$ cat src/hdl/h264_rtp_depacketizer_macros.svh
// assertion macros for the h264 rtp depacketizer
// used by the core and the emitter; empty bodies under synthesis
`ifndef H264_RTP_DEPACKETIZER_MACROS_SVH
`define H264_RTP_DEPACKETIZER_MACROS_SVH
`ifndef SYNTHESIS
`define H264RTP_ASSERT(lbl, clk, rst, ante, cons, msg) \
  lbl: assert property (@(posedge clk) disable iff (rst) (ante) |-> (cons)) else $error(msg);
`define H264RTP_ASSERT_NEXT(lbl, clk, rst, ante, cons, msg) \
  lbl: assert property (@(posedge clk) disable iff (rst) (ante) |=> (cons)) else $error(msg);
`else
`define H264RTP_ASSERT(lbl, clk, rst, ante, cons, msg)
`define H264RTP_ASSERT_NEXT(lbl, clk, rst, ante, cons, msg)
`endif
`endif

$ cat src/hdl/h264rtp_pkg.sv
// shared types and constants for the h264 rtp depacketizer
// no dependencies
`timescale 1ns / 1ps
`default_nettype none
package h264rtp_pkg;

  localparam int CFG_DATA_W = 7;

  localparam logic [0:0] REG_EMIT_START_CODE   = 1'd0;
  localparam logic [0:0] REG_H264_PAYLOAD_TYPE = 1'd1;

  localparam logic       EMIT_START_CODE_RESET   = 1'b1;
  localparam logic [6:0] H264_PAYLOAD_TYPE_RESET = 7'd96;

  localparam logic [4:0] FUA_TYPE = 5'd28;
  localparam logic [4:0] TYPE_SPS = 5'd7;
  localparam logic [4:0] TYPE_PPS = 5'd8;

  localparam logic [2:0] SC_LONG     = 3'd4;
  localparam logic [2:0] SC_SHORT    = 3'd3;
  localparam logic [2:0] SC_NONE     = 3'd0;
  localparam logic [2:0] MAX_RESULTS = 3'd6;

  localparam logic [7:0] SC_LAST_BYTE = 8'h01;
  localparam logic [7:0] SC_ZERO_BYTE = 8'h00;

  typedef struct packed {
    logic [7:0]  payload_byte;
    logic        first_byte;
    logic        last_byte;
    logic [15:0] rtp_seq;
    logic [31:0] timestamp;
    logic [6:0]  payload_type;
    logic        header_ok;
  } in_beat_t;

  typedef struct packed {
    logic [7:0]  out_byte;
    logic        nal_first;
    logic        nal_last;
    logic        nal_abort;
    logic [31:0] nal_timestamp;
  } out_beat_t;

  // results of one input beat: optional abort, start code, up to two data bytes
  typedef struct packed {
    logic        ab;
    logic [31:0] ab_ts;
    logic [2:0]  sc_len;
    logic [1:0]  dcnt;
    logic [7:0]  d0;
    logic        d0_first;
    logic [7:0]  d1;
    logic        d_last;
    logic [31:0] d_ts;
  } desc_t;

endpackage
`default_nettype wire

$ cat src/hdl/h264_rtp_depacketizer.sv
// H.264 RTP depacketizer: one RTP payload byte per input beat in, NAL bytes out.
// Each payload beat is registered, decoded combinationally against the depacketizer
// state and turned into a descriptor of up to six output beats (abort marker,
// start code, header and data bytes) held in the result register. An input beat
// that yields one output beat, or none, is taken every cycle while nal_ready is
// high; a beat that yields more holds the result register until its last output
// beat is accepted, and each start code byte and abort marker is a beat of its own.
// Configuration writes are always ready and take effect at once.
// depends on h264rtp_pkg, h264rtp_in_reg, h264rtp_core and h264rtp_emit
`timescale 1ns / 1ps
`default_nettype none
module h264_rtp_depacketizer (
  input  wire                               clk,
  input  wire                               rst,
  input  wire                               pkt_valid,
  output logic                              pkt_ready,
  input  h264rtp_pkg::in_beat_t             pkt,
  output logic                              nal_valid,
  input  wire                               nal_ready,
  output h264rtp_pkg::out_beat_t            nal,
  input  wire                               cfg_valid,
  output logic                              cfg_ready,
  input  wire [0:0]                         cfg_index,
  input  wire [h264rtp_pkg::CFG_DATA_W-1:0] cfg_data
);
  import h264rtp_pkg::*;

  logic     held;
  logic     free;
  logic     take;
  in_beat_t beat;
  desc_t    desc;

  assign cfg_ready = 1'b1;
  assign take      = held && free;

  h264rtp_in_reg u_in_reg (
    .clk       (clk),
    .rst       (rst),
    .pkt_valid (pkt_valid),
    .pkt_ready (pkt_ready),
    .pkt       (pkt),
    .take      (take),
    .held      (held),
    .beat      (beat)
  );

  h264rtp_core u_core (
    .clk       (clk),
    .rst       (rst),
    .cfg_valid (cfg_valid),
    .cfg_index (cfg_index),
    .cfg_data  (cfg_data),
    .take      (take),
    .beat      (beat),
    .desc      (desc)
  );

  h264rtp_emit u_emit (
    .clk       (clk),
    .rst       (rst),
    .load      (take),
    .desc_in   (desc),
    .free      (free),
    .nal_valid (nal_valid),
    .nal_ready (nal_ready),
    .nal       (nal)
  );

endmodule
`default_nettype wire

$ cat src/hdl/h264rtp_in_reg.sv
// input register for payload beats
// depends on h264rtp_pkg
`timescale 1ns / 1ps
`default_nettype none
module h264rtp_in_reg (
  input  wire                   clk,
  input  wire                   rst,
  input  wire                   pkt_valid,
  output logic                  pkt_ready,
  input  h264rtp_pkg::in_beat_t pkt,
  input  wire                   take,
  output logic                  held,
  output h264rtp_pkg::in_beat_t beat
);
  import h264rtp_pkg::*;

  assign pkt_ready = !held || take;

  always_ff @(posedge clk) begin
    if (rst) begin
      held <= 1'b0;
    end else if (pkt_valid && pkt_ready) begin
      held <= 1'b1;
    end else if (take) begin
      held <= 1'b0;
    end
  end

  always_ff @(posedge clk) begin
    if (pkt_valid && pkt_ready) begin
      beat <= pkt;
    end
  end

endmodule
`default_nettype wire

$ cat src/hdl/h264rtp_core.sv
// depacketizer state and per-beat decode into a result descriptor
// depends on h264rtp_pkg and the assertion macros
`timescale 1ns / 1ps
`default_nettype none
`include "h264_rtp_depacketizer_macros.svh"
module h264rtp_core (
  input  wire                          clk,
  input  wire                          rst,
  input  wire                          cfg_valid,
  input  wire [0:0]                    cfg_index,
  input  wire [h264rtp_pkg::CFG_DATA_W-1:0] cfg_data,
  input  wire                          take,
  input  h264rtp_pkg::in_beat_t        beat,
  output h264rtp_pkg::desc_t           desc
);
  import h264rtp_pkg::*;

  typedef enum logic [1:0] {
    MODE_IGNORE = 2'd0,
    MODE_SINGLE = 2'd1,
    MODE_FUA    = 2'd2,
    MODE_DROP   = 2'd3
  } mode_t;

  logic        emit_start_code;
  logic [6:0]  h264_payload_type;

  logic        fragment_open, fragment_open_next;
  logic [15:0] prev_seq, prev_seq_next;
  logic [31:0] prev_ts, prev_ts_next;
  mode_t       packet_mode, packet_mode_next;
  logic [1:0]  byte_position, byte_position_next;
  logic [1:0]  saved_nri, saved_nri_next;
  logic [7:0]  held_byte, held_byte_next;
  logic        held_valid, held_valid_next;
  logic        pending_end, pending_end_next;

  logic        seq_bad, cont_ok, cont_abort;
  logic        hs, he, hr;
  logic [4:0]  nal_type;

  assign nal_type = beat.payload_byte[4:0];
  assign hs = held_byte[7];
  assign he = held_byte[6];
  assign hr = held_byte[5];

  assign seq_bad = (beat.timestamp != prev_ts) || (beat.rtp_seq < prev_seq) ||
                   ({1'b0, beat.rtp_seq} > ({1'b0, prev_seq} + 17'd1));
  assign cont_abort = fragment_open && seq_bad;
  assign cont_ok    = fragment_open && !seq_bad && (beat.rtp_seq != prev_seq);

  always_comb begin
    logic emit_data;
    logic pe_eff;
    emit_data          = 1'b0;
    pe_eff             = pending_end;
    fragment_open_next = fragment_open;
    prev_seq_next      = prev_seq;
    prev_ts_next       = prev_ts;
    packet_mode_next   = packet_mode;
    byte_position_next = byte_position;
    saved_nri_next     = saved_nri;
    held_byte_next     = held_byte;
    held_valid_next    = held_valid;
    pending_end_next   = pending_end;
    desc          = '0;
    desc.ab_ts    = prev_ts;
    desc.d_ts     = prev_ts;
    desc.sc_len   = SC_NONE;

    if (beat.first_byte) begin
      if (packet_mode == MODE_SINGLE) begin
        desc.ab = 1'b1;
      end
      packet_mode_next   = MODE_IGNORE;
      held_valid_next    = 1'b0;
      pending_end_next   = 1'b0;
      byte_position_next = 2'd0;
      if (beat.header_ok && (beat.payload_type == h264_payload_type)) begin
        byte_position_next = 2'd1;
        if (nal_type != FUA_TYPE) begin
          if (fragment_open) begin
            desc.ab            = 1'b1;
            fragment_open_next = 1'b0;
          end
          prev_seq_next = beat.rtp_seq;
          prev_ts_next  = beat.timestamp;
          if (emit_start_code) begin
            desc.sc_len = (nal_type == TYPE_SPS || nal_type == TYPE_PPS) ? SC_LONG : SC_SHORT;
          end
          desc.dcnt     = 2'd1;
          desc.d0       = beat.payload_byte;
          desc.d0_first = !emit_start_code;
          desc.d_last   = beat.last_byte;
          desc.d_ts     = beat.timestamp;
          packet_mode_next = beat.last_byte ? MODE_IGNORE : MODE_SINGLE;
        end else begin
          saved_nri_next   = beat.payload_byte[6:5];
          packet_mode_next = MODE_FUA;
          if (beat.last_byte) begin
            if (cont_abort) begin
              desc.ab            = 1'b1;
              fragment_open_next = 1'b0;
            end
            if (cont_ok) begin
              prev_seq_next = beat.rtp_seq;
            end
            packet_mode_next = MODE_IGNORE;
          end
        end
      end
    end else begin
      case (packet_mode)
        MODE_IGNORE: begin
        end
        MODE_SINGLE: begin
          desc.dcnt   = 2'd1;
          desc.d0     = beat.payload_byte;
          desc.d_last = beat.last_byte;
          if (beat.last_byte) begin
            packet_mode_next = MODE_IGNORE;
          end
        end
        MODE_DROP: begin
          if (beat.last_byte) begin
            packet_mode_next = MODE_IGNORE;
          end
        end
        MODE_FUA: begin
          if (byte_position == 2'd1) begin
            held_byte_next     = beat.payload_byte;
            held_valid_next    = 1'b1;
            byte_position_next = 2'd2;
            if (beat.last_byte) begin
              if (cont_abort) begin
                desc.ab            = 1'b1;
                fragment_open_next = 1'b0;
              end
              if (cont_ok) begin
                prev_seq_next = beat.rtp_seq;
              end
              held_valid_next  = 1'b0;
              packet_mode_next = MODE_IGNORE;
            end
          end else begin
            emit_data = 1'b1;
            if (held_valid) begin
              held_valid_next = 1'b0;
              if (hs && !hr && !he) begin
                emit_data          = 1'b0;
                desc.ab            = fragment_open;
                fragment_open_next = 1'b1;
                prev_ts_next       = beat.timestamp;
                prev_seq_next      = beat.rtp_seq;
                pending_end_next   = 1'b0;
                desc.sc_len        = emit_start_code ? SC_SHORT : SC_NONE;
                desc.dcnt          = 2'd2;
                desc.d0            = {1'b0, saved_nri, held_byte[4:0]};
                desc.d0_first      = !emit_start_code;
                desc.d1            = beat.payload_byte;
                desc.d_ts          = beat.timestamp;
                if (beat.last_byte) begin
                  packet_mode_next = MODE_IGNORE;
                end
              end else if (!cont_ok) begin
                emit_data = 1'b0;
                if (cont_abort) begin
                  desc.ab            = 1'b1;
                  fragment_open_next = 1'b0;
                end
                packet_mode_next = beat.last_byte ? MODE_IGNORE : MODE_DROP;
              end else begin
                prev_seq_next    = beat.rtp_seq;
                pe_eff           = !hs && !hr && he;
                pending_end_next = pe_eff;
              end
            end
            if (emit_data) begin
              desc.dcnt   = 2'd1;
              desc.d0     = beat.payload_byte;
              desc.d_last = beat.last_byte && pe_eff;
              if (beat.last_byte) begin
                if (pe_eff) begin
                  fragment_open_next = 1'b0;
                end
                pending_end_next = 1'b0;
                packet_mode_next = MODE_IGNORE;
              end
            end
          end
        end
        default: begin
        end
      endcase
    end
  end

  always_ff @(posedge clk) begin
    if (rst) begin
      emit_start_code   <= EMIT_START_CODE_RESET;
      h264_payload_type <= H264_PAYLOAD_TYPE_RESET;
      fragment_open     <= 1'b0;
      prev_seq          <= '0;
      prev_ts           <= '0;
      packet_mode       <= MODE_IGNORE;
      byte_position     <= '0;
      saved_nri         <= '0;
      held_byte         <= '0;
      held_valid        <= 1'b0;
      pending_end       <= 1'b0;
    end else begin
      if (cfg_valid) begin
        case (cfg_index)
          REG_EMIT_START_CODE:   emit_start_code   <= cfg_data[0];
          REG_H264_PAYLOAD_TYPE: h264_payload_type <= cfg_data[6:0];
          default: begin
          end
        endcase
      end
      if (take) begin
        fragment_open <= fragment_open_next;
        prev_seq      <= prev_seq_next;
        prev_ts       <= prev_ts_next;
        packet_mode   <= packet_mode_next;
        byte_position <= byte_position_next;
        saved_nri     <= saved_nri_next;
        held_byte     <= held_byte_next;
        held_valid    <= held_valid_next;
        pending_end   <= pending_end_next;
      end
    end
  end

  // a single nal in flight never overlaps an open fragment
  `H264RTP_ASSERT(a_single_no_frag, clk, rst, packet_mode == MODE_SINGLE, !fragment_open, "single nal with open fragment")
  // the fu header is only held inside a fu-a packet
  `H264RTP_ASSERT(a_held_in_fua, clk, rst, held_valid, packet_mode == MODE_FUA, "fu header held outside fu-a packet")

endmodule
`default_nettype wire

$ cat src/hdl/h264rtp_emit.sv
// result register: holds one beat's descriptor and serialises its output beats
// depends on h264rtp_pkg and the assertion macros
`timescale 1ns / 1ps
`default_nettype none
`include "h264_rtp_depacketizer_macros.svh"
module h264rtp_emit (
  input  wire                    clk,
  input  wire                    rst,
  input  wire                    load,
  input  h264rtp_pkg::desc_t     desc_in,
  output logic                   free,
  output logic                   nal_valid,
  input  wire                    nal_ready,
  output h264rtp_pkg::out_beat_t nal
);
  import h264rtp_pkg::*;

  desc_t      d;
  logic [2:0] total;
  logic [2:0] idx;
  logic [2:0] total_in;
  logic       at_last;
  logic [2:0] k;
  logic [2:0] j;
  logic       in_ab;
  logic       in_sc;

  assign total_in  = {2'b00, desc_in.ab} + desc_in.sc_len + {1'b0, desc_in.dcnt};
  assign nal_valid = (total != 3'd0);
  assign at_last   = (idx == total - 3'd1);
  assign free      = !nal_valid || (nal_ready && at_last);

  assign k     = idx - {2'b00, d.ab};
  assign j     = k - d.sc_len;
  assign in_ab = d.ab && (idx == 3'd0);
  assign in_sc = !in_ab && (k < d.sc_len);

  always_comb begin
    nal = '0;
    if (in_ab) begin
      nal.nal_abort     = 1'b1;
      nal.nal_timestamp = d.ab_ts;
    end else if (in_sc) begin
      nal.out_byte      = (k == d.sc_len - 3'd1) ? SC_LAST_BYTE : SC_ZERO_BYTE;
      nal.nal_first     = (k == 3'd0);
      nal.nal_timestamp = d.d_ts;
    end else begin
      nal.out_byte      = j[0] ? d.d1 : d.d0;
      nal.nal_first     = !j[0] && d.d0_first;
      nal.nal_last      = d.d_last && (j[1:0] == d.dcnt - 2'd1);
      nal.nal_timestamp = d.d_ts;
    end
  end

  always_ff @(posedge clk) begin
    if (rst) begin
      total <= '0;
      idx   <= '0;
    end else if (load) begin
      total <= total_in;
      idx   <= '0;
    end else if (nal_valid && nal_ready) begin
      if (at_last) begin
        total <= '0;
        idx   <= '0;
      end else begin
        idx <= idx + 3'd1;
      end
    end
  end

  always_ff @(posedge clk) begin
    if (load) begin
      d <= desc_in;
    end
  end

  `H264RTP_ASSERT(a_total_max, clk, rst, 1'b1, total <= MAX_RESULTS, "too many results for one beat")
  `H264RTP_ASSERT(a_idx_range, clk, rst, nal_valid, idx < total, "result index past end")
  `H264RTP_ASSERT_NEXT(a_stall_hold, clk, rst, nal_valid && !nal_ready, nal_valid && $stable(idx), "stalled result moved")

endmodule
`default_nettype wire

$ cat config.mk
export PLATFORM = sky130hd
export DESIGN_NAME = h264_rtp_depacketizer
export DESIGN_NICKNAME = d
export VERILOG_FILES = /design/src/hdl/h264rtp_pkg.sv /design/src/hdl/h264_rtp_depacketizer.sv /design/src/hdl/h264rtp_in_reg.sv /design/src/hdl/h264rtp_core.sv /design/src/hdl/h264rtp_emit.sv
export VERILOG_INCLUDE_DIRS = /design/src /design/src/hdl
export SDC_FILE = /design/constraint.sdc
export NUM_CORES = 1
export LEC_CHECK = 0
export BUFFER_PORTS_ARGS = -buffer_cell sky130_fd_sc_hd__buf_2
export CAP_MARGIN = 20
export CORE_MARGIN = 5
export CORE_UTILIZATION = 62
export DETAILED_ROUTE_END_ITERATION = 10
export GPL_ROUTABILITY_DRIVEN = 0
export PLACE_DENSITY = 0.91
export REMOVE_ABC_BUFFERS = 1
export SETUP_SLACK_MARGIN = 0.2
export SLEW_MARGIN = 20
export SYNTH_ARGS = -nofsm -noshare
export SYNTH_HDL_FRONTEND = slang
export SYNTH_SLANG_ARGS = --single-unit
$ cat constraint.sdc
create_clock -name clk -period 12.8 [get_ports clk]
set_input_delay 1.92 -clock clk [delete_from_list [all_inputs] [get_ports clk]]
set_output_delay 1.92 -clock clk [all_outputs]
set_load 0.05 [all_outputs]
After elaboration in Yosys (flattened, before gate mapping)
Cells that the tools add are included.

Reductions and logical operators: 56. Magnitude comparators: 3. Add/subtract/negate cells: 9. Multiplexer cells: 116. Bitwise gates (word level): 6. Eq/ne operators: 16.

Operator list (count): 32-bit 2-to-1 mux (9); 16-bit 2-to-1 mux (9); 33-bit 2-to-1 mux (3); 1-bit 2-to-1 mux (58); 55-bit 2-to-1 mux (1); 22-bit 2-to-1 mux (2); 14-bit 2-to-1 mux (3); 2-bit 2-to-1 mux (16); 32-bit != test (1); 3-bit 2-to-1 mux (7); 10-bit 2-to-1 mux (2); 10-bit one-hot mux with 2 select lines (1); 9-bit 2-to-1 mux (2); 16-bit by 1-bit adder with 17-bit output, second input constant (1); 16-bit by 17-bit greater-than comparator with 1-bit output (1); 1-bit logical AND (17); 16-bit less-than comparator (1); 16-bit != test (1); 4-bit AND reduction (3); 2-bit AND reduction (5); 2-bit nonzero test (5); 1-bit logical NOT (9); 3-bit AND reduction (3); 3-bit nonzero test (3); 27 further kinds (43).

Bits in registers: 234. Logic and storage cells: 236. Input bits: 79. Output and inout bits: 46.

Longest topological paths before layout
Depth after elaboration: 20. Mapped depth: 19. Mapped depth without buffers: 19.

Hierarchy
A second synthesis with hierarchy kept.

Cell total of the unflattened synthesis: 1031. Area, all modules: 11471.0 µm².

By module, submodules not included: h264rtp_core (cells each 668, instances 1, area each 5587.9 µm², seq. area each 1461.4 µm²); h264rtp_emit (cells each 289, instances 1, area each 3828.7 µm², seq. area each 2762.6 µm²); h264rtp_in_reg (cells each 71, instances 1, area each 2037.0 µm², seq. area each 2001.9 µm²); h264_rtp_depacketizer (cells each 3, instances 1, area each 17.5 µm², seq. area each 0.0 µm²).

Least setup slack after synthesis
No wires, ideal clock.

Path type: register -> output. Start: register u_emit.idx[0]. End: output port nal[35] (netlist name). Slack: 8.027 ns. Arrival: 2.853 ns. Path buffers: 0. Cell stages (with the launch flop): 11. Cell sequence: dfxtp_1 > inv_1 > ha_1 > ha_1 > xnor2_1 > inv_1 > ha_1 > o21ai_0 > nand2b_1 > nor2_1 > a211oi_1.

RTL lines: from (decl) (line h264rtp_emit.sv:20) `logic [2:0] idx;`; from (signal assigned) (line h264rtp_emit.sv:67) `idx <= idx + 3'd1;`; to (decl) (line h264_rtp_depacketizer.sv:20) `output h264rtp_pkg::out_beat_t nal,`.

==> flow_summary.toml <==
[clock_network]
cts.htree.levels = 1
clk_pin_slew_ns = 0.06
clock-sinks = 233
ctsResizeCount = 0
clk_latency_ns = 0.51
cts-buffers-inserted = 25
cts_setup_buffers = 0
postCtsHoldBufs = 0
root_buffer = "clkbuf_16"
cts_buffer_depth = 3
cts_tree = "built"

[final_layout]
num_antenna_cells = 0
drive_above_1_share_pct = 20.4
final_area_mm2 = 0.0125
syn2layout_area_growth_pct = 14.8
nets = 1237

[power]
pwr-share-comb_pct = 6.2
p_int_mw = 1.30
ir_drop_mv = 0.126
finalPower_mw = 1.67
p_per_area_mw_per_mm2 = 133
clkPwrFrac_pct = 42.9
swShare_pct = 22.3
p_leak_nw = 4.83
p_switching_mw = 0.372
power_frac_seq_pct = 50.8

[setup_path]
critical-path-slowest-cell = "dfxtp_1"
end_kind = "output pin"
crit_path_start = "u_emit.idx[0]$_SDFFE_PP0P_"
cpMostUsedCell = "ha_1"
cp-endpoint = "nal[40]"
arrival_ns = 3.08
rr_worst_depth = 17
cp-start-kind = "register"
rr_startpoint = "u_core.prev_seq[0]$_SDFFE_PP0P_"
critPathKind = "reg -> out"
cp_cell_sequence = "inv_1 > ha_1 > ha_1 > xnor2_1 > inv_1 > ha_1 > o21ai_0 > nand2b_1 > nand2_1 > nor2_1 > buf_2"
r2r-end = "u_emit.total[1]$_SDFFE_PP0P_"
worstPathRequired_ns = 10.88
critPathMaxFanout = 8
r2r_slack_ns = 8.07
crit_path_max_incr_delay_ns = 0.41

[timing]
hold_ws_ns = 0.469
final.setup.tns_ns = 0
fmaxAchievable_mhz = 200
worst_pin_slew_ns = 1.04
hold_viol = 0
skew_ns = 0.00712
layout_min_cycle_time_ns = 5.00
period_share_pct = 39.1
relSlewSlack_pct = 30.6
slew_viol_final = 0
rsz0062_at_grt = "false"
setup_viol = 0

[die]
num_rows = 48
start_util_pct = 63.1
fp.dieW_um = 143
die_height_um = 143
num_io_pins = 125
die_area_mm2 = 0.0204
core_area_mm2 = 0.0173

[drt]
antenna_left = 0
viasPerCell = 5.77
drtIter0Drc = 679
dr.pass1.iters = 5
drc = 0
wire_per_inst_um = 17.2
dr_total_vias = 7815
wl_um = 23300

[global_route]
first_global_vias = 7846
grt_pass1_wl_um = 37600
grt-ovfl-total = 0
grt_max_degree = 85
grt_usage_pct = 22.6
antenna_found_initial = 0

[yosys]
seq_area_frac_synth_pct = 56.8
syn_area_mm2 = 0.0109
syn_area_per_cell_um2 = 10.9
ys_types = 75
synthCells = 998
yosys_warnings = 0
synthArstFlopShare_pct = 0
ys.flop_type = "edfxtp_1"
synth_edf_count = 153
ys_seq_elements = 233

[place]
hpwl_um = 15100
placed_cell_area_mm2 = 0.0117
port_buffers = 123

[status]
status = "finished, final reports clean"

[worst_hold_path]
hp-class = "reg -> reg"

[run]
drv_cap = 0
-- critical path: cells and delay by family (launching register included) --
kind,cells,cell delay [ns]
AO/OA/AOI/OAI,1,0.07
XOR/XNOR,1,0.33
adder cells (fa/ha/maj),3,0.69
buffers and inverters,3,0.46
flip-flops,1,0.41
AND/OR/NAND/NOR,3,0.60
-- how the worst min path moves through the flow --
stage / from / end / slack (ns) / depth (start not counted)
floorplan: u_core.h264_payload_type[3]$_SDFFE_PP0P_ / u_core.h264_payload_type[3]$_SDFFE_PP0P_ / 0.44 / 2
global placement: u_core.h264_payload_type[4]$_SDFFE_PP0P_ / u_core.h264_payload_type[4]$_SDFFE_PP0P_ / 0.46 / 2
detailed placement: u_core.h264_payload_type[4]$_SDFFE_PP0P_ / u_core.h264_payload_type[4]$_SDFFE_PP0P_ / 0.46 / 2
CTS: u_core.h264_payload_type[4]$_SDFFE_PP0P_ / u_core.h264_payload_type[4]$_SDFFE_PP0P_ / 0.47 / 2
global route: u_core.h264_payload_type[2]$_SDFFE_PP0P_ / u_core.h264_payload_type[2]$_SDFFE_PP0P_ / 0.50 / 2
finish: u_core.h264_payload_type[4]$_SDFFE_PP0P_ / u_core.h264_payload_type[4]$_SDFFE_PP0P_ / 0.47 / 2
-- kinds of logic (layout without fill, tap and decap cells) --
family / Yosys count / after routing / synth area share [%]
simple gates: 365 / 365 / 15.3
flops: 233 / 233 / 56.8
compound gates: 157 / 157 / 9.11
buf+inv: 79 / 211 / 2.98
xor+xnor: 64 / 64 / 5.13
mux: 52 / 52 / 5.15
fa+ha+maj: 47 / 47 / 5.52
other cells: 1 / 1 / 0.0344
-- state kept, by name, summed over array words and instances (netlist names) --
| name | cells |
|---|---|
| u_core.fragment_open | 1 |
| u_core.prev_ts | 32 |
| u_core.prev_seq | 16 |
| u_core.emit_start_code | 1 |
| u_core.held_valid | 1 |
| u_core.held_byte | 8 |
| u_emit.d | 87 |
| u_core.h264_payload_type | 7 |
| u_emit.idx | 3 |
| u_core.byte_position | 2 |
| u_core.packet_mode | 2 |
| u_core.saved_nri | 2 |
| u_emit.total | 3 |
| u_core.pending_end | 1 |
| u_in_reg.beat | 66 |
| u_in_reg.held | 1 |
-- per-layer routing --
metal | routed length [um] | up-vias | GRT usage, %
li1 | - | 3779 | -
met1 | 9400 | 3722 | 28.4
met2 | 11800 | 257 | 40.5
met3 | 1580 | 57 | 3.65
met4 | 531 | 0 | 6.40
met5 | 0 | - | 0
-- metrics by stage --
step | utilization [%] | cells | setup WS, ns
floorplan | - | 956 | 7.02
global placement | 67.5 | 1309 | 7.63
detailed placement | 67.5 | 1309 | 7.54
CTS | 72.4 | 1355 | 6.97
global route | 72.4 | 1355 | 7.62
finish | 72.4 | 1355 | 7.80
-- layout make-up --
type	count	area [um^2]
clock buffer	38	801
tap	225	282
timing repair buffer	128	653
clock inverter	8	47.5
multi-input combinational	686	4410
inverter	37	140
fill	1169	4770
sequential	233	6200
-- cells in the mapped netlist, types with 4 or more instances --
cell / n / area (um^2)
nand2_1: 197 / 739
a21oi_1: 72 / 360
nor3_1: 17 / 85.1
clkbuf_1: 28 / 105
and2_1: 10 / 62.6
ha_1: 45 / 563
inv_1: 36 / 135
nor2_1: 44 / 165
a22o_2: 4 / 40.0
xor2_1: 4 / 35.0
mux2i_1: 19 / 190
nand2b_1: 4 / 25.0
a22oi_1: 5 / 37.5
mux2_2: 33 / 372
nor2b_1: 10 / 62.6
edfxtp_1: 153 / 4590
o21ai_0: 32 / 160
dfxtp_1: 80 / 1600
nand3_1: 35 / 175
nand4_1: 20 / 125
buf_2: 10 / 50.1
and3_1: 6 / 37.5
xnor2_1: 60 / 526
a211oi_1: 6 / 45.0
-- placed cells by master (no fill, tap or decap), types with 3 or more instances in the layout --
master,count
a211o_1,3
a211oi_1,6
a21oi_1,72
a22o_2,4
a22oi_1,5
a31oi_1,3
and2_1,10
and3_1,6
buf_2,123
buf_4,5
clkbuf_1,6
clkbuf_16,30
clkinv_2,4
dfxtp_1,80
edfxtp_1,153
ha_1,45
inv_1,35
mux2_2,33
mux2i_1,19
nand2_1,196
nand2b_1,4
nand3_1,35
nand4_1,20
nor2_1,44
nor2b_1,10
nor3_1,17
nor4_1,3
o21a_1,3
o21ai_0,32
xnor2_1,60
xor2_1,4
-- power by group through the flow --
stage,Sequential (mW),Combinational (mW),Clock (mW)
after floorplan,0.858,0.0672,0
after global placement,0.863,0.101,0
after detailed placement,0.865,0.104,0
after CTS,0.850,0.105,0.729
after global routing,0.852,0.116,0.767
final,0.850,0.104,0.717
(Power assumes the default switching activity.)
